### config.mk
export PLATFORM = sky130hd
export DESIGN_NAME = bfa_scan
export DESIGN_NICKNAME = d
export VERILOG_FILES = /design/src/bfa_pkg.sv /design/src/bfa_scan.sv
export SDC_FILE = /design/constraint.sdc
export NUM_CORES = 1
export LEC_CHECK = 0
export BUFFER_PORTS_ARGS = -buffer_cell sky130_fd_sc_hd__buf_2
export CELL_PAD_IN_SITES_DETAIL_PLACEMENT = 0
export CELL_PAD_IN_SITES_GLOBAL_PLACEMENT = 1
export CORE_ASPECT_RATIO = 0.8
export CORE_MARGIN = 1
export CORE_UTILIZATION = 41
export DETAILED_ROUTE_END_ITERATION = 12
export MAX_ROUTING_LAYER = met4
export PLACE_DENSITY = 0.89
export SLEW_MARGIN = 20
export SYNTH_ARGS = -nofsm -noshare
export SYNTH_HDL_FRONTEND = slang
export SYNTH_SLANG_ARGS = --single-unit
### constraint.sdc
create_clock -name vclk -period 5.29
set_input_delay 0.7935 -clock vclk [all_inputs]
set_output_delay 0.7935 -clock vclk [all_outputs]
set_load 0.01 [all_outputs]
### src/bfa_pkg.sv
// Shared types, constants and mask helpers for the bitmap frame allocator.
// Used by bfa_scan and bitmap_frame_allocator_core; no dependencies.
package bfa_pkg;

  localparam int MAX_FRAMES = 65536;
  localparam int BATCH      = 8;
  localparam int FRAME_W    = 16;
  localparam int CNT_W      = 17;
  localparam int WORD_W     = 32;
  localparam int BIT_W      = $clog2(WORD_W);
  localparam int MAP_DEPTH  = MAX_FRAMES / WORD_W;
  localparam int MAP_AW     = $clog2(MAP_DEPTH);
  localparam int WIDX_W     = CNT_W - BIT_W;
  localparam int BATCH_AW   = (BATCH > 1) ? $clog2(BATCH) : 1;
  localparam int BCNT_W     = $clog2(BATCH + 1);
  localparam int FUNC_W     = 2;
  localparam int STATUS_W   = 2;
  localparam int CFG_IDX_W  = 1;

  localparam logic [WORD_W-1:0] ALL_USED = '1;

  typedef enum logic [FUNC_W-1:0] {
    FN_INIT  = 2'd0,
    FN_ALLOC = 2'd1,
    FN_FREE  = 2'd2,
    FN_NONE  = 2'd3
  } func_t;

  typedef enum logic [STATUS_W-1:0] {
    ST_OK      = 2'd0,
    ST_FREED   = 2'd1,
    ST_IGNORED = 2'd2,
    ST_FAULT   = 2'd3
  } status_t;

  typedef enum logic [CFG_IDX_W-1:0] {
    CFG_TOTAL    = 1'd0,
    CFG_RESERVED = 1'd1
  } cfg_idx_t;

  typedef enum logic [3:0] {
    S_CLEAR,
    S_IDLE,
    S_INIT,
    S_SCAN_RD,
    S_SCAN_CHK,
    S_REF_RD,
    S_REF_CHK,
    S_BRD,
    S_BWAIT,
    S_FREE_RD,
    S_FREE_CHK,
    S_DONE
  } state_t;

  typedef struct packed {
    logic             found;
    logic [BIT_W-1:0] bit_pos;
    logic             last;
  } scan_res_t;

  // bits of word w whose frame index is at or above lim
  function automatic logic [WORD_W-1:0] ge_mask(input logic [MAP_AW-1:0] w,
                                                input logic [CNT_W-1:0] lim);
    logic [WIDX_W-1:0] wx;
    logic [WIDX_W-1:0] lw;
    logic [WORD_W-1:0] m;
    wx = WIDX_W'(w);
    lw = lim[CNT_W-1:BIT_W];
    if (wx > lw) begin
      m = '1;
    end else if (wx == lw) begin
      m = ALL_USED << lim[BIT_W-1:0];
    end else begin
      m = '0;
    end
    return m;
  endfunction

endpackage

### src/bfa_scan.sv
// Lowest-free search within one bitmap word, bounded by start and managed count.
// Depends on bfa_pkg.
module bfa_scan (
  input  logic [bfa_pkg::WORD_W-1:0] data,
  input  logic [bfa_pkg::MAP_AW-1:0] word,
  input  logic [bfa_pkg::CNT_W-1:0]  start,
  input  logic [bfa_pkg::CNT_W-1:0]  limit,
  output bfa_pkg::scan_res_t         res
);
  import bfa_pkg::*;

  logic [WORD_W-1:0] cand;
  logic [CNT_W-1:0]  next_base;

  assign cand      = ~data & ge_mask(word, start) & ~ge_mask(word, limit);
  assign next_base = {WIDX_W'(word) + WIDX_W'(1), BIT_W'(0)};

  always_comb begin
    res.found   = |cand;
    res.bit_pos = '0;
    res.last    = (next_base >= limit);
    for (int i = WORD_W - 1; i >= 0; i--) begin
      if (cand[i]) begin
        res.bit_pos = BIT_W'(i);
      end
    end
  end

endmodule

Word-level counts from Yosys, hierarchy flattened
Index checks and enable logic that the tools add are counted.
{ "totals": {"ff_bits": 0, "output_inout_bits": 7} }
{ "op_classes": {"add_sub_neg": 1, "magnitude_cmp": 3, "eq_ne": 2, "n_shift": 2, "muxes": 36, "n_bitwise": 4, "reduce_logical": 1} }
{ "op_table": {"columns": ["operator", "count"], "rows": [
  ["2-to-1 mux 5 bit", 32],
  ["2-to-1 mux 32 bit", 4],
  ["bitwise AND 32 bit", 2],
  ["inverter 32 bit", 2],
  ["left shift 32 x 5 -> 32 bit (first input constant)", 2],
  ["OR reduction 32 bit", 1],
  ["equality test 11 x 12 -> 1 bit", 2],
  ["> comparator 11 x 12 -> 1 bit", 2],
  [">= comparator 17 bit", 1],
  ["adder 11 x 1 -> 12 bit (second input constant)", 1]
]} }

Logic depth before layout (Yosys ltp)
Gate-level depths: netlist of the first run.
{ "logic_depth": {"depth_word": 37, "ltp_mapped": 11, "ltp_nobuf": 10} }

Worst setup path before layout of the first run
OpenSTA, ideal clock, no wires.
{ "synth_path": {"path_type": "in2out", "from": "in start[15] (netlist bit)", "to": "out res[6] (netlist bit)", "t_arrival_ps": 3020, "required_time_ps": 4497, "path_slack_ps": 1477, "stages": 10, "cell_sequence": "inv_1 > ha_1 > nand4b_4 > nor4_4 > and3_1 > a211oi_1 > o31a_1 > nor3b_2 > a31oi_1 > or3_1"} }
{ "synth_lines": {"columns": ["item", "line", "text"], "rows": [
  ["start, declared", "bfa_scan.sv:6", "input logic [bfa_pkg::CNT_W-1:0] start,"],
  ["end, declared", "bfa_scan.sv:8", "output bfa_pkg::scan_res_t res"]
]} }

==> impl_metrics.toml, run 1 <==
[run_status]
status = "finished, final reports clean"

[drt]
vias = 3217
wl_per_cell_um = 18.0
drtAntennaViolNets = 0
drcViolationCount = 0
dr.first_iter.drc_count = 395
wirelength_um = 9260
drt_pass1_iterations = 5
vias_per_cell = 6.26

[final_layout]
area_growth_pct = 18.5
nClkBuffers = 0
seqCellArea_um2 = 0
nFlopsAndLatches = 0
layout-drive-gt1-share = 0.233
final_cell_mix = "buf_2 (84), ha_1 (35), inv_1 (34)"
layout_commonest_cell = "buf_2"
antenna_cells = 0
layout.nets = 547
fin_area_mm2 = 0.00301
nFillCells = 631

[floorplanning]
die_h_um = 72.4
io_pins = 84
core_area_mm2 = 0.00594
rows = 25
die-width_um = 90.0
start_util = 0.428
dieArea_mm2 = 0.00652

[place]
hpwl_um = 7780
gp_congestion = 0.995
dpl_cell_area_mm2 = 0.00301
port_buffers = 84
dp_worst_setup_slack_ns = 0.840

[setup_path]
crit_path_start_kind = "primary input"
path_class = "in2out"
slowest_delay_ns = 0.49
crit_cells = 13
crit_chain = "buf_2, inv_1, ha_1, nand4b_1, nor4_4, buf_4, a211o_1, o21ai_0, a221oi_1, nor2_1, o211a_1, o31a_1, buf_2"
worst-path-buf-inv = 4
worstPathMaxFanout = 13
worstPathArrival_ns = 3.82
slowest_stage = "nor4_4"
crit_top_cell = "buf_2"
worstSetupEndpointType = "output port"
cp_top_family = "compound AO/OA/AOI/OAI gates"
crit_required_ns = 4.50

[sta]
fin_setup_tns_ns = 0
fin_hold_ws_ns = 2.11
relSlewSlack = 0.536
fmax_ghz = 0.217
finalHoldViolCount = 0
setup_slack_ns = 0.681
setup_viol = 0
worstMarginPinSlew_ns = 0.689
period_needed_ns = 4.61
fin_crit_sh = 0.871
slew_violations = 0
grt_setup_unrepaired = "no"

[flow_run]
cap_violations = 0

[clocking]
cts_setup_buffers = 0
hold_buffers = 0
cts_resized = 0

[pwr]
p_int_mw = 0.0917
switchingPower_mw = 0.135
p_leak_nw = 1.44
clkPwrFrac = 0
p_sw_frac = 0.596
ir_drop_mv = 0.0351
combPwrFrac = 1.000
power_density_mw_per_mm2 = 75.3
power.share.sequential = 0

[grt]
grt_pass1_wl_um = 14600
antenna_found_initial = 0
track_usage = 0.286
grt_pass1_vias = 2890
grt_max_degree = 22
grt.overflow.total = 0

[synthesis]
syn-num-nets = 475
synth.avg_cell_area_um2 = 7.00
yosysSeqAreaShare = 0
ys_warn_count = 0
synthCells = 363
syn_area_mm2 = 0.00254
synth_cell_types = 68

[min_path]
worstHoldPathCells = 5
hold_path_class = "in2out"
## layer usage
| layer | vias up | part of all wire | track usage |
|---|---|---|---|
| met5 | - | 0 | - |
| met4 | 0 | 0.0096 | 0.0376 |
| met3 | 12 | 0.11 | 0.0566 |
| met2 | 189 | 0.39 | 0.407 |
| met1 | 1440 | 0.49 | 0.421 |
| li1 | 1576 | - | - |
## final cells by class
class                      count  area [um^2]  share of cell area
timing repair buffer          87          443               0.147
inverter                      35          131              0.0436
multi-input combinational    311         2340               0.776
tap                           81          101              0.0337
## cell usage after synthesis, types with 3 or more instances
cell type / instances / share of area
nand3_1: 11 / 0.022
a21o_1: 7 / 0.021
nor4_1: 3 / 0.0074
xor2_1: 4 / 0.014
inv_1: 34 / 0.050
and4b_1: 3 / 0.012
a32oi_1: 3 / 0.010
a211o_1: 8 / 0.028
xnor2_1: 5 / 0.017
and2_1: 4 / 0.0098
nand4_1: 8 / 0.020
a21oi_1: 24 / 0.047
a221o_1: 6 / 0.024
a221oi_1: 5 / 0.017
a2111oi_0: 4 / 0.014
a41oi_1: 6 / 0.021
ha_1: 35 / 0.17
and4_1: 3 / 0.010
and3_1: 4 / 0.0098
nor2b_1: 3 / 0.0074
nor2_1: 18 / 0.027
o211ai_1: 5 / 0.015
nand2b_1: 6 / 0.015
nand2_1: 23 / 0.034
clkbuf_1: 10 / 0.015
o21bai_1: 3 / 0.0089
o21ai_0: 27 / 0.053
o31ai_1: 5 / 0.015
buf_2: 5 / 0.0098
o2111ai_1: 4 / 0.014
a211oi_1: 8 / 0.024
nor3b_1: 3 / 0.0089
o21a_1: 9 / 0.027
o31a_1: 3 / 0.010
a31oi_1: 7 / 0.017
nor3_1: 7 / 0.014
## worst paths after layout
check / start / end / slack (ns)
worst max-delay path: word[0] / res[1] / 0.68
worst min-delay path: limit[16] / res[0] / 2.11
## power by group through the flow
stage	logic, mW	registers, mW	clock network [mW]
after floorplan	0.142	0	0
after global placement	0.220	0	0
after CTS	0.222	0	0
after detailed placement	0.220	0	0
final	0.227	0	0
after global routing	0.251	0	0
## logic make-up after synthesis
group,Yosys count,synth area share
simple gates,113,0.281
compound gates,154,0.435
buf+inv,52,0.0807
fa+ha+maj,35,0.172
xor+xnor,9,0.0310
## metrics by stage
stage / power [mW] / std cells / utilization
2_1_floorplan: 0.142 / 363 / -
6_report: 0.227 / 514 / 0.507
4_1_cts: 0.222 / 514 / 0.507
3_5_place_dp: 0.220 / 514 / 0.507
5_1_grt: 0.251 / 514 / 0.507
3_3_place_gp: 0.220 / 514 / 0.507
## worst min-delay path, cell delays in order
cell and delay (ns):
buf_2 0.12, inv_1 0.05, ha_1 0.13, a21o_1 0.09, buf_2 0.12
No activity file was read; power rests on OpenSTA's default activity.
==> run 2, diff against run 1 <==
Settings changed: ABC_AREA set to 1, CORE_UTILIZATION 41 to 31, PLACE_DENSITY 0.89 to 0.78.
Clock period 5.29 ns to 4.1 ns, I/O delays scaled along.
==> impl_metrics.toml, run 2 <==
[run_status]
status = "finished with violations"
violations = "negative setup slack"

[min_path]
hold_path_class = "in2out"

[floorplanning]
core_area_mm2 = 0.00753
start_util = 0.325
die_h_um = 81.4
io_pins = 84
die-width_um = 101
dieArea_mm2 = 0.00825
rows = 28

[pwr]
p_leak_nw = 2.28
power_density_mw_per_mm2 = 116
ir_drop_mv = 0.0570

[drt]
vias = 3479
drt_pass1_iterations = 5
wirelength_um = 9860
drcViolationCount = 0
drtAntennaViolNets = 0
wl_per_cell_um = 13.7
vias_per_cell = 4.85
dr.first_iter.drc_count = 192

[final_layout]
post-route-util = 0.549
seqCellArea_um2 = 0
nFlopsAndLatches = 0
nClkBuffers = 0
antenna_cells = 0
multi_input_area_mm2 = 0.00253
final_cell_mix = "nand2_1 (99), buf_4 (78), buf_2 (76)"
area_growth_pct = 69.2
layout_commonest_cell = "nand2_1"
finalNonFillerCells = 718
layout.nets = 727
layout-drive-gt1-share = 0.431
nFillCells = 768

[synthesis]
synth_top_area_frac = 0.179
post-synth-top-count-cell = "nand2_1"
synth_area_leaders = "ha_1 (18%), nand2_1 (17%), inv_1 (14%)"
syn_area_mm2 = 0.00244
synthCells = 451
synth_largest_area_cell = "ha_1"
syn-num-nets = 563
synthTopCellsByCount = "nand2_1 (112), inv_1 (91), nor2_1 (60)"
yosysSeqAreaShare = 0
synth_cell_types = 41
synth.avg_cell_area_um2 = 5.42
ys_warn_count = 0

[place]
port_buffers = 84
hpwl_um = 7950
gp_congestion = 1.05
post-place-cells = 698

[sta]
grt_setup_unrepaired = "yes"
fin_crit_sh = 1.02
setup_viol = 2
fmax_ghz = 0.238
worstMarginPinSlew_ns = 0.730
slew_violations = 0
setup_slack_ns = -0.102
relSlewSlack = 0.507
period_needed_ns = 4.20
finalHoldViolCount = 0

[setup_path]
worstSetupEndpointType = "output port"
worstPathMaxFanout = 3
slowest_stage = "ha_4"
slowest_delay_ns = 0.25
cp_top_family = "simple AND/OR/NAND/NOR gates"
crit_required_ns = 3.48
crit_path_start_kind = "primary input"
worst-path-buf-inv = 8
path_class = "in2out"
worstPathArrival_ns = 3.59

[grt]
antenna_found_initial = 0
track_usage = 0.248
grt_pass1_wl_um = 15700
grt_pass1_vias = 3354
grt.overflow.total = 0
grt_max_degree = 11

[flow_run]
cap_violations = 0

[clocking]
hold_buffers = 0
==> run 2: cell families (layout without fill, tap and decap cells) <==
family | after synthesis | in the layout | share of synthesized area
buffers and inverters | 100 | 262 | 0.155
AOI/OAI and AO/OA | 73 | 73 | 0.194
xor gates and xnor gates | 7 | 7 | 0.0251
and+or+nand+nor | 236 | 236 | 0.446
adders and majority gates | 35 | 35 | 0.179
==> run 2: layer usage <==
layer,part of all wire,GRT usage,vias to the layer above
li1,-,-,1784
met2,0.44,0.407,162
met1,0.47,0.343,1524
met3,0.077,0.0187,9
met5,0,-,-
met4,0.0065,0.0261,0
==> run 2: cell type report <==
class,count,area share
timing repair buffer,165,0.265
tap,105,0.0318
multi-input combinational,351,0.612
inverter,97,0.0904
==> run 2: worst paths after layout <==
path | start | cells past startpoint | slack [ns] | to
worst min-delay path | data[1] | 5 | 1.61 | res[1]
worst max-delay path | word[6] | 27 | -0.10 | res[2]
==> run 2: through the flow <==
stage | TNS, ns | power, mW | cell area, um^2 | hold WS (ns) | worst slack, ns
floorplan | 0 | 0.225 | 2440 | 1.40 | 0.328
global placement | -0.941 | 0.391 | 3440 | 1.62 | -0.449
detailed placement | -0.467 | 0.391 | 3440 | 1.61 | -0.356
CTS | -0.0633 | 0.455 | 4050 | 1.60 | -0.0597
global route | -0.817 | 0.533 | 4140 | 1.65 | -0.476
finish | -0.187 | 0.479 | 4140 | 1.61 | -0.102
==> run 2: what timing repair did <==
item | CTS | global route
hold endpoints to repair | 0 | 0
pin swaps | 31 | 21
resized for setup | 88 | 23
buffers inserted | 16 | 4
endpoints found under the setup margin | 2 | 3
==> run 2: where the power goes <==
group          leakage [nW]  total, mW  switching, mW  internal (mW)
clock                     0          0              0              0
combinational          2.28      0.479          0.265          0.214
sequential                0          0              0              0
total                  2.28      0.479          0.265          0.214
